<file path="src/sv/assert_macros.svh">
// Assertion macros used by the top level of the reply field extractor.
`ifndef ASSERT_MACROS_SVH
`define ASSERT_MACROS_SVH

// Same-cycle implication, checked on every rising clock edge out of reset.
`define DRE_ASSERT_NOW(label, clk, rst_n, ante, cons) \
	label: assert property (@(posedge clk) disable iff (!(rst_n)) (ante) |-> (cons)) \
		else $error("same-cycle check failed");

// Next-cycle implication, checked on every rising clock edge out of reset.
`define DRE_ASSERT_NEXT(label, clk, rst_n, ante, cons) \
	label: assert property (@(posedge clk) disable iff (!(rst_n)) (ante) |=> (cons)) \
		else $error("next-cycle check failed");

`endif

</file>
<file path="src/sv/dre_pkg.sv">
// Types and constants shared by the reply field extractor modules.
package dre_pkg;

	// Header layout and protocol constants.
	localparam int unsigned MinLen    = 245;
	localparam int unsigned OptBase   = 240;
	localparam int unsigned XidFirst  = 4;
	localparam int unsigned XidLast   = 7;
	localparam int unsigned YiFirst   = 16;
	localparam int unsigned YiLast    = 19;
	localparam int unsigned MacFirst  = 28;
	localparam int unsigned MacLast   = 33;
	localparam int unsigned CookFirst = 236;
	localparam int unsigned CookLast  = 239;
	localparam logic [7:0]  ReplyOp   = 8'd2;
	localparam logic [31:0] DefaultLease = 32'd60;
	localparam logic [7:0]  OptPad    = 8'd0;
	localparam logic [7:0]  OptEnd    = 8'd255;

	// Depth of the queue between front and back.
	localparam int unsigned QDepth = 4;
	localparam int unsigned QPtrW  = $clog2(QDepth);

	// Wanted options, in the order of their captured slots.
	localparam int unsigned NumWanted = 6;
	localparam int unsigned SlotMsg   = 0;
	localparam int unsigned SlotSrv   = 1;
	localparam int unsigned SlotLease = 2;
	localparam int unsigned SlotMask  = 3;
	localparam int unsigned SlotGw    = 4;
	localparam int unsigned SlotDns   = 5;

	typedef logic [7:0] byte_t;

	localparam byte_t WantCode [NumWanted] = '{8'd53, 8'd54, 8'd51, 8'd1, 8'd3, 8'd6};
	localparam byte_t WantLen  [NumWanted] = '{8'd1, 8'd4, 8'd4, 8'd4, 8'd4, 8'd4};

	// Magic cookie bytes in wire order.
	localparam byte_t Cookie [4] = '{8'd99, 8'd130, 8'd83, 8'd99};

	// Configuration register indexes.
	localparam logic CfgOwnMac = 1'b0;
	localparam logic CfgXid    = 1'b1;

	typedef enum logic [2:0] {
		VERD_OK         = 3'd0,
		VERD_SHORT      = 3'd1,
		VERD_NOT_REPLY  = 3'd2,
		VERD_BAD_COOKIE = 3'd3,
		VERD_OTHER_MAC  = 3'd4,
		VERD_XID        = 3'd5
	} verdict_t;

	// One classified byte, as the front hands it to the back.
	typedef struct packed {
		byte_t data;
		logic  last;
		logic  short_pkt;
		logic  op_bad;
		logic  cookie_bad;
		logic  mac_bad;
		logic  is_xid;
		logic  is_yi;
		logic  is_opt;
	} item_t;

	// Queue fill status.
	typedef struct packed {
		logic full;
		logic empty;
	} q_stat_t;

	// One packet summary.
	typedef struct packed {
		verdict_t    verdict;
		byte_t       message_kind;
		logic [31:0] offered_ip;
		logic        server_id_ok;
		logic [31:0] server_addr;
		logic        lease_present;
		logic [31:0] lease_secs;
		logic [31:0] netmask;
		logic [31:0] gateway_ip;
		logic [31:0] name_server_ip;
	} summary_t;

endpackage

</file>
<file path="src/sv/dre_byte_if.sv">
// Channel that carries packet bytes with a last-byte flag.
interface dre_byte_if;
	logic       valid;
	logic       ready;
	logic [7:0] data_byte;
	logic       last_byte;

	modport source (output valid, output data_byte, output last_byte, input ready);
	modport sink (input valid, input data_byte, input last_byte, output ready);
endinterface

</file>
<file path="src/sv/dre_sum_if.sv">
// Channel that carries one packet summary per transfer.
interface dre_sum_if;
	logic        valid;
	logic        ready;
	logic [2:0]  verdict;
	logic [7:0]  message_kind;
	logic [31:0] offered_ip;
	logic        server_id_ok;
	logic [31:0] server_addr;
	logic        lease_present;
	logic [31:0] lease_secs;
	logic [31:0] netmask;
	logic [31:0] gateway_ip;
	logic [31:0] name_server_ip;

	modport source (output valid, output verdict, output message_kind, output offered_ip,
		output server_id_ok, output server_addr, output lease_present, output lease_secs,
		output netmask, output gateway_ip, output name_server_ip, input ready);
	modport sink (input valid, input verdict, input message_kind, input offered_ip,
		input server_id_ok, input server_addr, input lease_present, input lease_secs,
		input netmask, input gateway_ip, input name_server_ip, output ready);
endinterface

</file>
<file path="src/sv/dre_front.sv">
// Front end: accepts packet bytes, counts offsets and classifies each byte.
module dre_front import dre_pkg::*; #(
	parameter int unsigned MAX_BYTES = 1500
) (
	input  logic          clk,
	input  logic          arst_n,
	dre_byte_if.sink      pkt_in,
	input  logic [47:0]   own_mac,
	input  q_stat_t       q_stat,
	output logic          push,
	output item_t         push_item
);

	localparam int unsigned CntW = $clog2(MAX_BYTES + 1);

	logic [CntW-1:0] offset_q;
	logic [CntW-1:0] mac_rel;
	logic [CntW-1:0] count_next;
	logic            take;
	byte_t           mac_byte;
	byte_t           b;

	assign pkt_in.ready = !q_stat.full;
	assign push         = pkt_in.valid && pkt_in.ready;
	assign b            = pkt_in.data_byte;

	// Bytes past the size limit are counted no further and stay unclassified.
	assign take       = offset_q < CntW'(MAX_BYTES);
	assign count_next = take ? offset_q + CntW'(1) : offset_q;
	assign mac_rel    = offset_q - CntW'(MacFirst);

	// Pick the address byte that this offset is compared with.
	always_comb begin
		case (mac_rel[2:0])
			3'd0: mac_byte = own_mac[47:40];
			3'd1: mac_byte = own_mac[39:32];
			3'd2: mac_byte = own_mac[31:24];
			3'd3: mac_byte = own_mac[23:16];
			3'd4: mac_byte = own_mac[15:8];
			3'd5: mac_byte = own_mac[7:0];
			default: mac_byte = '0;
		endcase
	end

	// Classify the byte by its offset in the packet.
	always_comb begin
		push_item            = '0;
		push_item.data       = b;
		push_item.last       = pkt_in.last_byte;
		push_item.short_pkt  = count_next < CntW'(MinLen);
		if (take) begin
			push_item.op_bad = (offset_q == '0) && (b != ReplyOp);
			push_item.is_xid = (offset_q >= CntW'(XidFirst)) && (offset_q <= CntW'(XidLast));
			push_item.is_yi  = (offset_q >= CntW'(YiFirst)) && (offset_q <= CntW'(YiLast));
			push_item.mac_bad = (offset_q >= CntW'(MacFirst)) &&
				(offset_q <= CntW'(MacLast)) && (mac_byte != b);
			push_item.cookie_bad = (offset_q >= CntW'(CookFirst)) &&
				(offset_q <= CntW'(CookLast)) && (Cookie[offset_q[1:0]] != b);
			push_item.is_opt = offset_q >= CntW'(OptBase);
		end
	end

	// Offset counter restarts after the last byte of each packet.
	always_ff @(posedge clk or negedge arst_n) begin
		if (!arst_n) begin
			offset_q <= '0;
		end else if (push) begin
			if (pkt_in.last_byte) begin
				offset_q <= '0;
			end else begin
				offset_q <= count_next;
			end
		end
	end

endmodule

</file>
<file path="src/sv/dre_queue.sv">
// Short register queue between the front end and the back end.
module dre_queue import dre_pkg::*; (
	input  logic    clk,
	input  logic    arst_n,
	input  logic    push,
	input  item_t   push_item,
	input  logic    pop,
	output item_t   head_item,
	output q_stat_t q_stat
);

	item_t            slot_q [QDepth];
	logic [QPtrW-1:0] wr_ptr_q;
	logic [QPtrW-1:0] rd_ptr_q;
	logic [QPtrW:0]   count_q;

	assign head_item    = slot_q[rd_ptr_q];
	assign q_stat.full  = count_q == (QPtrW + 1)'(QDepth);
	assign q_stat.empty = count_q == '0;

	// Entry storage.
	always_ff @(posedge clk) begin
		if (push) begin
			slot_q[wr_ptr_q] <= push_item;
		end
	end

	// Pointers and fill count.
	always_ff @(posedge clk or negedge arst_n) begin
		if (!arst_n) begin
			wr_ptr_q <= '0;
			rd_ptr_q <= '0;
			count_q  <= '0;
		end else begin
			if (push) begin
				wr_ptr_q <= wr_ptr_q + QPtrW'(1);
			end
			if (pop) begin
				rd_ptr_q <= rd_ptr_q + QPtrW'(1);
			end
			if (push && !pop) begin
				count_q <= count_q + (QPtrW + 1)'(1);
			end else if (pop && !push) begin
				count_q <= count_q - (QPtrW + 1)'(1);
			end
		end
	end

endmodule

</file>
<file path="src/sv/dre_back.sv">
// Back end: header checks, option walk and the summary output register.
module dre_back import dre_pkg::*; (
	input  logic        clk,
	input  logic        arst_n,
	input  item_t       head_item,
	input  q_stat_t     q_stat,
	input  logic [31:0] expected_xid,
	output logic        pop,
	output summary_t    res,
	output logic        res_valid,
	input  logic        res_ready
);

	typedef enum logic [1:0] {
		PH_CODE,
		PH_LEN,
		PH_VALUE,
		PH_DONE
	} phase_t;

	phase_t         phase_q, n_phase;
	logic [2:0]     fail_q, n_fail;
	logic [31:0]    xid_q, n_xid;
	logic [31:0]    yi_q, n_yi;
	byte_t          code_q, n_code;
	byte_t          rem_q, n_rem;
	byte_t          len_q, n_len;
	logic [31:0]    shift_q, n_shift;
	logic [NumWanted-1:0] seen_q, n_seen;
	logic [NumWanted-1:0] valid_q, n_valid;
	logic [NumWanted-1:0] cap_we;
	logic [31:0]    cap_q [NumWanted];
	logic [31:0]    cap_n [NumWanted];
	logic           finish;
	byte_t          fin_len;
	item_t          it;
	summary_t       sum;
	logic           res_valid_q;
	summary_t       res_q;

	assign it        = head_item;
	assign res       = res_q;
	assign res_valid = res_valid_q;

	// A last byte waits while an earlier summary has not been taken.
	assign pop = !q_stat.empty && (!it.last || !res_valid_q || res_ready);

	// Header fields and the option walk for the byte at the queue head.
	always_comb begin
		n_phase = phase_q;
		n_fail  = fail_q | {it.mac_bad, it.cookie_bad, it.op_bad};
		n_xid   = it.is_xid ? {xid_q[23:0], it.data} : xid_q;
		n_yi    = it.is_yi ? {yi_q[23:0], it.data} : yi_q;
		n_code  = code_q;
		n_rem   = rem_q;
		n_len   = len_q;
		n_shift = shift_q;
		finish  = 1'b0;
		fin_len = len_q;
		if (it.is_opt) begin
			case (phase_q)
				PH_CODE: begin
					if (it.data == OptEnd) begin
						n_phase = PH_DONE;
					end else if (it.data != OptPad) begin
						n_code  = it.data;
						n_phase = PH_LEN;
					end
				end
				PH_LEN: begin
					n_len   = it.data;
					n_rem   = it.data;
					n_shift = '0;
					fin_len = it.data;
					if (it.data == '0) begin
						finish  = 1'b1;
						n_phase = PH_CODE;
					end else begin
						n_phase = PH_VALUE;
					end
				end
				PH_VALUE: begin
					n_shift = {shift_q[23:0], it.data};
					n_rem   = rem_q - 8'd1;
					if (rem_q == 8'd1) begin
						finish  = 1'b1;
						n_phase = PH_CODE;
					end
				end
				default: begin
					n_phase = PH_DONE;
				end
			endcase
		end
	end

	// Only the first complete occurrence of each wanted option counts.
	always_comb begin
		n_seen  = seen_q;
		n_valid = valid_q;
		cap_we  = '0;
		for (int i = 0; i < NumWanted; i++) begin
			if (finish && (code_q == WantCode[i]) && !seen_q[i]) begin
				n_seen[i] = 1'b1;
				if (fin_len == WantLen[i]) begin
					n_valid[i] = 1'b1;
					cap_we[i]  = 1'b1;
				end
			end
			cap_n[i] = cap_we[i] ? n_shift : cap_q[i];
		end
	end

	// Summary of the packet as it stands after this byte.
	always_comb begin
		sum            = '0;
		sum.lease_secs = DefaultLease;
		if (it.short_pkt) begin
			sum.verdict = VERD_SHORT;
		end else if (n_fail[0]) begin
			sum.verdict = VERD_NOT_REPLY;
		end else if (n_fail[1]) begin
			sum.verdict = VERD_BAD_COOKIE;
		end else if (n_fail[2]) begin
			sum.verdict = VERD_OTHER_MAC;
		end else if (n_xid != expected_xid) begin
			sum.verdict = VERD_XID;
		end else begin
			sum.verdict = VERD_OK;
		end
		if (sum.verdict == VERD_OK) begin
			sum.message_kind   = n_valid[SlotMsg] ? cap_n[SlotMsg][7:0] : '0;
			sum.offered_ip     = n_yi;
			sum.server_id_ok   = n_valid[SlotSrv];
			sum.server_addr    = n_valid[SlotSrv] ? cap_n[SlotSrv] : '0;
			sum.lease_present  = n_valid[SlotLease];
			if (n_valid[SlotLease] && (cap_n[SlotLease] != '0)) begin
				sum.lease_secs = cap_n[SlotLease];
			end
			sum.netmask        = n_valid[SlotMask] ? cap_n[SlotMask] : '0;
			sum.gateway_ip     = n_valid[SlotGw] ? cap_n[SlotGw] : '0;
			sum.name_server_ip = n_valid[SlotDns] ? cap_n[SlotDns] : '0;
		end
	end

	// Walk state, captured values and the summary register.
	always_ff @(posedge clk or negedge arst_n) begin
		if (!arst_n) begin
			phase_q     <= PH_CODE;
			fail_q      <= '0;
			xid_q       <= '0;
			yi_q        <= '0;
			code_q      <= '0;
			rem_q       <= '0;
			len_q       <= '0;
			shift_q     <= '0;
			seen_q      <= '0;
			valid_q     <= '0;
			for (int i = 0; i < NumWanted; i++) begin
				cap_q[i] <= '0;
			end
			res_valid_q <= 1'b0;
			res_q       <= '0;
		end else begin
			if (pop) begin
				for (int i = 0; i < NumWanted; i++) begin
					cap_q[i] <= cap_n[i];
				end
				if (it.last) begin
					phase_q <= PH_CODE;
					fail_q  <= '0;
					xid_q   <= '0;
					yi_q    <= '0;
					code_q  <= '0;
					rem_q   <= '0;
					len_q   <= '0;
					shift_q <= '0;
					seen_q  <= '0;
					valid_q <= '0;
				end else begin
					phase_q <= n_phase;
					fail_q  <= n_fail;
					xid_q   <= n_xid;
					yi_q    <= n_yi;
					code_q  <= n_code;
					rem_q   <= n_rem;
					len_q   <= n_len;
					shift_q <= n_shift;
					seen_q  <= n_seen;
					valid_q <= n_valid;
				end
			end
			if (pop && it.last) begin
				res_valid_q <= 1'b1;
				res_q       <= sum;
			end else if (res_ready) begin
				res_valid_q <= 1'b0;
			end
		end
	end

endmodule

</file>
<file path="src/sv/dhcp_reply_field_extractor.sv">
// Top level of the DHCP reply field extractor.
//
//   Channel   Dir  Payload                               Transfer
//   pkt_in    in   data_byte, last_byte                  valid && ready
//   summary   out  verdict and nine extracted fields     valid && ready
//   cfg       in   cfg_index, cfg_data (own_mac, xid)    cfg_we
//
// One byte is taken per cycle unless the queue is full.
// Bytes pass through a four-entry queue; the front stalls only when it is full.
// The back end holds a last byte while the previous summary is not yet taken.
// Reset clears the offset counter, queue, walk state and both config registers.
`include "assert_macros.svh"

module dhcp_reply_field_extractor import dre_pkg::*; #(
	parameter int unsigned MAX_BYTES = 1500
) (
	input  logic        clk,
	input  logic        arst_n,
	dre_byte_if.sink    pkt_in,
	dre_sum_if.source   summary,
	input  logic        cfg_we,
	input  logic        cfg_index,
	input  logic [47:0] cfg_data
);

	logic [47:0] own_mac_q;
	logic [31:0] expected_xid_q;
	logic        push;
	item_t       push_item;
	logic        pop;
	item_t       head_item;
	q_stat_t     q_stat;
	summary_t    res;
	logic        res_valid;

	// Configuration registers.
	always_ff @(posedge clk or negedge arst_n) begin
		if (!arst_n) begin
			own_mac_q      <= '0;
			expected_xid_q <= '0;
		end else if (cfg_we) begin
			case (cfg_index)
				CfgOwnMac: own_mac_q      <= cfg_data;
				CfgXid:    expected_xid_q <= cfg_data[31:0];
				default:   own_mac_q      <= own_mac_q;
			endcase
		end
	end

	dre_front #(
		.MAX_BYTES (MAX_BYTES)
	) u_front (
		.clk       (clk),
		.arst_n    (arst_n),
		.pkt_in    (pkt_in),
		.own_mac   (own_mac_q),
		.q_stat    (q_stat),
		.push      (push),
		.push_item (push_item)
	);

	dre_queue u_queue (
		.clk       (clk),
		.arst_n    (arst_n),
		.push      (push),
		.push_item (push_item),
		.pop       (pop),
		.head_item (head_item),
		.q_stat    (q_stat)
	);

	dre_back u_back (
		.clk          (clk),
		.arst_n       (arst_n),
		.head_item    (head_item),
		.q_stat       (q_stat),
		.expected_xid (expected_xid_q),
		.pop          (pop),
		.res          (res),
		.res_valid    (res_valid),
		.res_ready    (summary.ready)
	);

	// Summary channel driven from the output register.
	assign summary.valid          = res_valid;
	assign summary.verdict        = res.verdict;
	assign summary.message_kind   = res.message_kind;
	assign summary.offered_ip     = res.offered_ip;
	assign summary.server_id_ok   = res.server_id_ok;
	assign summary.server_addr    = res.server_addr;
	assign summary.lease_present  = res.lease_present;
	assign summary.lease_secs     = res.lease_secs;
	assign summary.netmask        = res.netmask;
	assign summary.gateway_ip     = res.gateway_ip;
	assign summary.name_server_ip = res.name_server_ip;

	// The queue never overflows or underflows.
	`DRE_ASSERT_NOW(a_no_push_full, clk, arst_n, push, !q_stat.full)
	`DRE_ASSERT_NOW(a_no_pop_empty, clk, arst_n, pop, !q_stat.empty)
	// A last byte leaving the queue is always followed by a summary.
	`DRE_ASSERT_NEXT(a_sum_from_last, clk, arst_n, pop && head_item.last, summary.valid)
	// A rejected packet reports no option content.
	`DRE_ASSERT_NOW(a_reject_clean, clk, arst_n,
		summary.valid && (summary.verdict != VERD_OK),
		(summary.message_kind == '0) && (summary.lease_secs == DefaultLease))

endmodule
</file>
<file path="src/flat_wrapper.sv">
// flat-port wrapper written by rule: the top's interface ports become plain ports
module dhcp_reply_field_extractor_flat import dre_pkg::*;
#(
	parameter int unsigned MAX_BYTES = 1500
)
  (clk, arst_n, cfg_we, cfg_index, cfg_data, pkt_in_valid, pkt_in_data_byte, pkt_in_last_byte, pkt_in_ready, summary_valid, summary_verdict, summary_message_kind, summary_offered_ip, summary_server_id_ok, summary_server_addr, summary_lease_present, summary_lease_secs, summary_netmask, summary_gateway_ip, summary_name_server_ip, summary_ready);
  dre_byte_if pkt_in_i ();
  dre_sum_if summary_i ();
  input  logic clk;
  input  logic arst_n;
  input  logic cfg_we;
  input  logic cfg_index;
  input  logic [47:0] cfg_data;
  input wire logic [$bits(pkt_in_i.valid)-1:0] pkt_in_valid;
  input wire logic [$bits(pkt_in_i.data_byte)-1:0] pkt_in_data_byte;
  input wire logic [$bits(pkt_in_i.last_byte)-1:0] pkt_in_last_byte;
  output wire logic [$bits(pkt_in_i.ready)-1:0] pkt_in_ready;
  output wire logic [$bits(summary_i.valid)-1:0] summary_valid;
  output wire logic [$bits(summary_i.verdict)-1:0] summary_verdict;
  output wire logic [$bits(summary_i.message_kind)-1:0] summary_message_kind;
  output wire logic [$bits(summary_i.offered_ip)-1:0] summary_offered_ip;
  output wire logic [$bits(summary_i.server_id_ok)-1:0] summary_server_id_ok;
  output wire logic [$bits(summary_i.server_addr)-1:0] summary_server_addr;
  output wire logic [$bits(summary_i.lease_present)-1:0] summary_lease_present;
  output wire logic [$bits(summary_i.lease_secs)-1:0] summary_lease_secs;
  output wire logic [$bits(summary_i.netmask)-1:0] summary_netmask;
  output wire logic [$bits(summary_i.gateway_ip)-1:0] summary_gateway_ip;
  output wire logic [$bits(summary_i.name_server_ip)-1:0] summary_name_server_ip;
  input wire logic [$bits(summary_i.ready)-1:0] summary_ready;
  assign pkt_in_i.valid = pkt_in_valid;
  assign pkt_in_i.data_byte = pkt_in_data_byte;
  assign pkt_in_i.last_byte = pkt_in_last_byte;
  assign pkt_in_ready = pkt_in_i.ready;
  assign summary_valid = summary_i.valid;
  assign summary_verdict = summary_i.verdict;
  assign summary_message_kind = summary_i.message_kind;
  assign summary_offered_ip = summary_i.offered_ip;
  assign summary_server_id_ok = summary_i.server_id_ok;
  assign summary_server_addr = summary_i.server_addr;
  assign summary_lease_present = summary_i.lease_present;
  assign summary_lease_secs = summary_i.lease_secs;
  assign summary_netmask = summary_i.netmask;
  assign summary_gateway_ip = summary_i.gateway_ip;
  assign summary_name_server_ip = summary_i.name_server_ip;
  assign summary_i.ready = summary_ready;
  dhcp_reply_field_extractor #(.MAX_BYTES(MAX_BYTES)) u_core (.clk(clk), .arst_n(arst_n), .pkt_in(pkt_in_i), .summary(summary_i), .cfg_we(cfg_we), .cfg_index(cfg_index), .cfg_data(cfg_data));
endmodule
</file>
<file path="config.mk">
export PLATFORM = sky130hd
export DESIGN_NAME = dhcp_reply_field_extractor_flat
export DESIGN_NICKNAME = d
export VERILOG_FILES = /design/src/sv/dre_pkg.sv /design/src/sv/dre_byte_if.sv /design/src/sv/dre_sum_if.sv /design/src/sv/dre_front.sv /design/src/sv/dre_queue.sv /design/src/sv/dre_back.sv /design/src/sv/dhcp_reply_field_extractor.sv /design/src/flat_wrapper.sv
export VERILOG_INCLUDE_DIRS = /design/src /design/src/sv
export SDC_FILE = /design/constraint.sdc
export NUM_CORES = 1
export LEC_CHECK = 0
export ABC_AREA = 1
export BUFFER_PORTS_ARGS = -buffer_cell sky130_fd_sc_hd__buf_2
export CORE_ASPECT_RATIO = 1.25
export CORE_MARGIN = 4
export CORE_UTILIZATION = 58
export DETAILED_ROUTE_END_ITERATION = 8
export PLACE_DENSITY = 0.85
export SLEW_MARGIN = 40
export SYNTH_ARGS = -nofsm -noshare
export SYNTH_HDL_FRONTEND = slang
export SYNTH_SLANG_ARGS = --single-unit
export TNS_END_PERCENT = 50
</file>
<file path="constraint.sdc">
create_clock -name clk -period 3.6 [get_ports clk]
set_clock_uncertainty 0.15 [all_clocks]
set_input_delay 0.36 -clock clk [delete_from_list [all_inputs] [get_ports clk]]
set_output_delay 0.36 -clock clk [all_outputs]
set_load 0.02 [all_outputs]
</file>
# == After elaboration in Yosys (flattened, before gate mapping) ==
# Memory sizes are Yosys's and may differ from the RTL's.
# Cells that the tools add are included.
# classes
n_addsub,7
magnitude_cmp,12
eq_ne,25
muxes,89
bitwise,3
reduce_logical,70
# ops
operator,n
$mux W32,16
$mux W202,1
$mux W8,14
$pmux W32 S2,1
$pmux W8 S6,1
$mux W1,33
$ne A32 B32 Y1,1
$reduce_bool A32 Y1,1
$logic_and A1 B1 Y1,25
$eq A8 B1 Y1 const B,3
$eq A8 B6 Y1 const B,3
$mux W3,8
$ge A11 B5 Y1 const B,2
$ge A11 B8 Y1 const B,2
$mux W11,2
$reduce_bool A2 Y1,11
$mux W6,3
$bmux W8 S2,1
$eq A8 B3 Y1 const B,2
$ne A8 B8 Y1,2
$pmux W8 S2,1
$reduce_and A2 Y1,8
$logic_not A1 Y1,12
$mux W2,6
40 further kinds,47
# word_totals
regBits,609
ramBits,64
inputBits,63
out_inout_bits,207
wordCells,245
mem_count,1
# mem_list
name,words,width,rd,rd_ports_with_merged_regs,wr,line_no,rtl
u_core.u_queue.slot_q,4,16,1,0,1,dre_queue.sv:12,item_t slot_q [QDepth];

# == Depth between registers and ports, before layout ==
# An unclocked memory read counts as a cell.
# depth
ltp_word,13
ltp_mapped,26
ltp_nobuf,22

# == By module ==
# Synthesis repeated with hierarchy kept, for this count alone.
# hier_totals
hier_cells,3739
hier_area_um2,31539.0
# by_module_without_submodules
module,n_inst,cells_per_inst,area_each_um2,seq_area_each_um2
dre_back,1,2815,23307.4,12787.3
dre_queue,1,234,3209.3,2097.0
dhcp_reply_field_extractor,1,349,3185.6,2001.9
dre_front,1,341,1836.8,275.3

# == Worst setup path before layout ==
# No wires, ideal clock.
# synth_timing
kind,reg-to-reg
startpoint,register u_core.u_queue.rd_ptr_q[0]
endpoint,register u_core.u_queue.count_q[2]
setup_ps,131
arrival_time_ps,2970
t_required_ps,3319
setup_slack_ps,349
path_stages_with_launch,19
n_path_buf,5
period_less_slack_ps,3251
cell_sequence,dfrtp_1 -> buf_6 -> inv_6 -> buf_6 -> nand2_1 -> nand3_1 -> nand2_1 -> inv_1 -> nand2_1 -> nand2_1 -> clkbuf_1 -> clkbuf_1 -> buf_1 -> ha_1 -> inv_1 -> fa_1 -> a21oi_1 -> o21ai_0 -> xor2_1
# synth_between
elab_chain_len,8
word_cells_on_any_way,10
cone_classes,1 x mux; 8 x reduce/logical; 1 x memory
# synth_rtl
element,line_no,rtl
"start, declared",dre_queue.sv:14,logic [QPtrW-1:0] rd_ptr_q;
"start signal, assigned",dre_queue.sv:39,rd_ptr_q <= rd_ptr_q + QPtrW'(1);
$mem_v2 Z4 W16 (*),n/a,
$logic_not A1 Y1 (*),dre_back.sv:46,assign pop = !q_stat.empty && (!it.last || !res_valid_q || res_ready);
$logic_or A1 B1 Y1 (*) (2 in series),dre_back.sv:46,
$logic_and A1 B1 Y1 (*),dre_back.sv:46,
$logic_not A1 Y1,dre_queue.sv:41,if (push && !pop) begin
$logic_and A1 B1 Y1,dre_queue.sv:41,
$mux W3 / $reduce_bool A2 Y1 (equally long branches),n/a,
"end signal, assigned",dre_queue.sv:42,count_q <= count_q + (QPtrW + 1)'(1);
"end signal, assigned",dre_queue.sv:44,count_q <= count_q - (QPtrW + 1)'(1);
"end, declared",dre_queue.sv:15,logic [QPtrW:0] count_q;
# Every way passes the cells marked *; elsewhere a longest branch is shown, timed or not.
# A chain may end at the register's enable or synchronous reset.

# == Final worst setup path ==
# layout_timing
startpoint,register u_core.u_queue.rd_ptr_q[0]
endpoint,"register u_core.u_back.res_q, in the netlist u_core.u_back.res[111]"
# layout_between
elab_chain_len,13
word_cells_on_any_way,35
cone_classes,2 x eq/ne; 20 x mux; 1 x bitwise; 11 x reduce/logical; 1 x memory
# layout_rtl
element,line_no,rtl
$mem_v2 Z4 W16 (*),n/a,
$logic_not A8 Y1,dre_back.sv:75,if (it.data == '0) begin
$mux W1,dre_back.sv:75,
$pmux W1 S2,dre_back.sv:61,case (phase_q)
$mux W1,dre_back.sv:60,if (it.is_opt) begin
$logic_and A1 B1 Y1 (2 in series),dre_back.sv:103,if (finish && (code_q == WantCode[i]) && !seen_q[i]) begin
$mux W1,dre_back.sv:103,
$mux W32,dre_back.sv:110,cap_n[i] = cap_we[i] ? n_shift : cap_q[i];
$reduce_bool A32 Y1,dre_back.sv:137,if (n_valid[SlotLease] && (cap_n[SlotLease] != '0)) begin
$logic_and A1 B1 Y1,dre_back.sv:137,
$mux W32,dre_back.sv:137,
$mux W202,dre_back.sv:131,if (sum.verdict == VERD_OK) begin
"end signal, assigned",dre_back.sv:195,res_q <= sum;
"end, declared",dre_back.sv:39,summary_t res_q;
# Marked as above.

==> impl_metrics.yaml <==
logic_synthesis:
  yosysTopAreaCell: "dfrtp_1"
  yosys_warnings: 0
  seq_area_frac_synth_pct: 55.9
  synth-edff-count: 64
  synthDistinctLibCells: 48
  avgSynthCellArea_um2: 8.77
  ys_seq_elements: 673
  syn_area_um2: 30700
  ys_top_cells_by_area: "dfrtp_1 50%, nand2_1 12%, o21ai_0 7.0%, edfxtp_1 6.3%, inv_1 4.2%"
  synthFlopType: "dfrtp_1"
  yosysTopAreaCellShare_pct: 49.7
  async_flop_share_pct: 90.5
  netlist_instances: 3498
  synth_fp_nets: 3578
timing:
  tightest_slew_ns: 0.789
  fin_crit_ns: 3.54
  finalSetupViolations: 0
  period_share_pct: 98.2
  hold_ws_ns: 0.0523
  setup_slack_ns: 0.0636
  drv_slew: 0
  slew_headroom_pct: 47.4
  max_freq_mhz: 283
  hold_viol_final: 0
  rsz0062_at_grt: "yes"
die:
  start_util_pct: 58.5
  row_count: 94
  ios: 270
  core_area_um2: 52500
  die_x_um: 214
  die_height_um: 265
  die-area_um2: 56700
setup_path:
  r2r_cells: 22
  crit_required_ns: 3.97
  end_kind: "flop"
  critical_path_class: "reg -> reg"
  critPathArrivalTime_ns: 3.90
  r2r_end: "u_core.u_back.res[111]$_DFFE_PN0P_"
  r2r_slack_ns: 0.06
  path_max_fanout: 13
  rr_startpoint: "u_core.u_queue.rd_ptr_q[0]$_DFFE_PN0P_"
  critPathLaunchType: "flop"
final_layout:
  mostFrequentLayoutCell: "nand2_1"
  syn2layout_area_growth_pct: 20.0
  nets: 3961
  final_util_pct: 70.2
  layout-drive-gt1-share_pct: 16.8
  nFillCells: 3676
  mostFrequentLayoutCells: "956 x nand2_1, 608 x dfrtp_1, 423 x o21ai_0"
  n_antenna_cell: 0
global_routing:
  grt_pass1_wl_um: 139000
  grt_max_degree: 147
  overflow: 0
  grt_pass1_vias: 26400
  antenna_found_initial: 0
  grtUsageTotal_pct: 31.0
hold_path:
  hold_depth: 3
  hold_path.class: "in -> reg"
  holdPathEnd: "u_core.u_queue.wr_ptr_q[0]$_DFFE_PN0P_"
  hp-start: "pkt_in_valid"
placement:
  port_buffers: 269
  place_congestion: 0.942
  dpl.hpwl_um: 58700
  place_ws_ns: 0.0352
power:
  peakVddDrop_v: 0.000685
  power_density_nw_per_um2: 676
  p_leak_nw: 18.2
drt:
  vias_per_cell: 5.86
  totalWireLength_um: 90200
  vias: 27000
  drtAntennaViolNets: 0
  routedWlPerCell_um: 19.6
  drt_iter0_markers: 3316
  dr.pass1.iters: 9
  drcViolationCount: 2
clock_network:
  path_clk_slew_ns: 0.06
  worstSkewPairLatency_ns: 0.63
  cts_tree: "yes"
  cts_buffers: 68
  h-tree-depth: 3
  clock-root-buffer: "clkbuf_16"
  clock_sinks: 673
  clk_path_buf_depth: 3
job:
  max-cap-violations: 0
outcome:
  violations: "DRC"
  status: "complete, but fails checks"
-- worst max-delay path: stages, from the launching register on --
cell and delay [ns]:
dfrtp_2 0.50, clkbuf_16 0.20, nand2_1 0.06, nand3_1 0.13, nand2_4 0.14, inv_1 0.06
o21ai_1 0.18, nand2_1 0.11, nor2_4 0.16, nand3_2 0.11, nor2_4 0.22, buf_12 0.14
clkbuf_16 0.15, nand2_1 0.08, o21ai_0 0.14, nand2_1 0.09, nor2_1 0.10, nand2_1 0.09
nor2_4 0.16, nand2_2 0.11, buf_6 0.17, nand3b_1 0.11, nand2_1 0.06
-- cell families after synthesis --
kind of cell | after synthesis | synth area share, %
fa+ha+maj | 17 | 0.718
buf+inv | 543 | 7.20
flops | 673 | 55.9
mux | 76 | 2.54
compound gates | 746 | 13.8
xor+xnor | 21 | 0.599
simple gates | 1422 | 19.2
-- metal layers --
| layer | global-route usage (%) | wire length (µm) | vias to the layer above |
|---|---|---|---|
| li1 | - | - | 12300 |
| met1 | 37.7 | 32500 | 12800 |
| met2 | 51.1 | 43900 | 1481 |
| met3 | 5.04 | 7270 | 373 |
| met4 | 20.0 | 6600 | 0 |
| met5 | 0 | 0 | - |
-- synthesized netlist by cell type (16+ instances only) --
cell type,instances
a21oi_1,97
a22o_1,28
buf_2,19
clkbuf_1,143
dfrtp_1,609
edfxtp_1,64
ha_1,16
inv_1,342
mux2_2,16
mux2i_1,60
nand2_1,972
nand3_1,169
nand3b_1,35
nand4_1,18
nor2_1,171
o21ai_0,427
o22ai_1,81
o31ai_1,76
xor2_1,17
-- worst max-delay path by stage --
stage                                                 startpoint                                     to  slack (ns)  depth (start not counted)
final                     u_core.u_queue.rd_ptr_q[0]$_DFFE_PN0P_     u_core.u_back.res[111]$_DFFE_PN0P_        0.06                         22
after global routing      u_core.u_queue.rd_ptr_q[0]$_DFFE_PN0P_     u_core.u_back.res[124]$_DFFE_PN0P_       -0.13                         22
after CTS                 u_core.u_queue.rd_ptr_q[0]$_DFFE_PN0P_      u_core.u_back.res[96]$_DFFE_PN0P_        0.01                         21
after detailed placement  u_core.u_queue.rd_ptr_q[0]$_DFFE_PN0P_      u_core.u_back.res[96]$_DFFE_PN0P_        0.04                         21
after global placement    u_core.u_queue.rd_ptr_q[0]$_DFFE_PN0P_     u_core.u_back.res[102]$_DFFE_PN0P_        0.06                         20
after floorplan           u_core.u_queue.rd_ptr_q[0]$_DFFE_PN0P_  u_core.u_queue.count_q[2]$_DFFE_PN0P_        0.35                         18
-- area by class of cell --
type / count / area, µm² / area share, %
clock buffers: 91 / 1950 / 5.29
inverters: 346 / 1310 / 3.55
multi-input cells: 2282 / 11500 / 31.3
clock inverters: 27 / 304 / 0.826
repair buffers: 510 / 3730 / 10.1
flip-flops and latches: 673 / 17200 / 46.6
well taps: 672 / 841 / 2.28
-- flip-flops by register name, summed over array words and instances (netlist names) --
name / cells
u_core.u_back.res: 205
u_core.u_back.cap_q: 168
u_core.u_queue.slot_q: 64
u_core.own_mac_q: 48
u_core.expected_xid_q: 32
u_core.u_back.shift_q: 32
u_core.u_back.xid_q: 32
u_core.u_back.yi_q: 32
u_core.u_front.offset_q: 11
u_core.u_back.code_q: 8
u_core.u_back.len_q: 8
u_core.u_back.rem_q: 8
u_core.u_back.seen_q: 6
u_core.u_back.valid_q: 6
u_core.u_back.fail_q: 3
u_core.u_queue.count_q: 3
u_core.u_back.phase_q: 2
u_core.u_queue.rd_ptr_q: 2
u_core.u_queue.wr_ptr_q: 2
u_core.u_back.res_valid: 1
-- per-stage QoR --
stage | total power [mW] | setup TNS [ns] | std cells | instance area [µm²]
after floorplan | 14.6 | 0 | 3498 | 30700
after global placement | 17.0 | 0 | 4411 | 33600
after detailed placement | 17.3 | 0 | 4411 | 33700
after CTS | 24.5 | 0 | 4588 | 36500
after global routing | 26.1 | -2.98 | 4601 | 36800
final | 24.9 | 0 | 4601 | 36800
-- report_power, final --
| group | switching, mW | internal [mW] |
|---|---|---|
| logic | 6.17 | 2.60 |
| registers | 0.445 | 8.46 |
| clock network | 3.01 | 4.18 |
| total | 9.63 | 15.2 |
-- what timing repair did --
item | 4_1_cts | 5_1_grt
gates resized for setup | 1 | 48
hold buffers | 59 | 0
endpoints found under the setup margin | 11 | 141
pin swaps | 0 | 9
cloned | 0 | 3
buffers inserted | 0 | 10
endpoints found under the hold margin | 190 | 0
No activity file was read; power rests on OpenSTA's default activity.
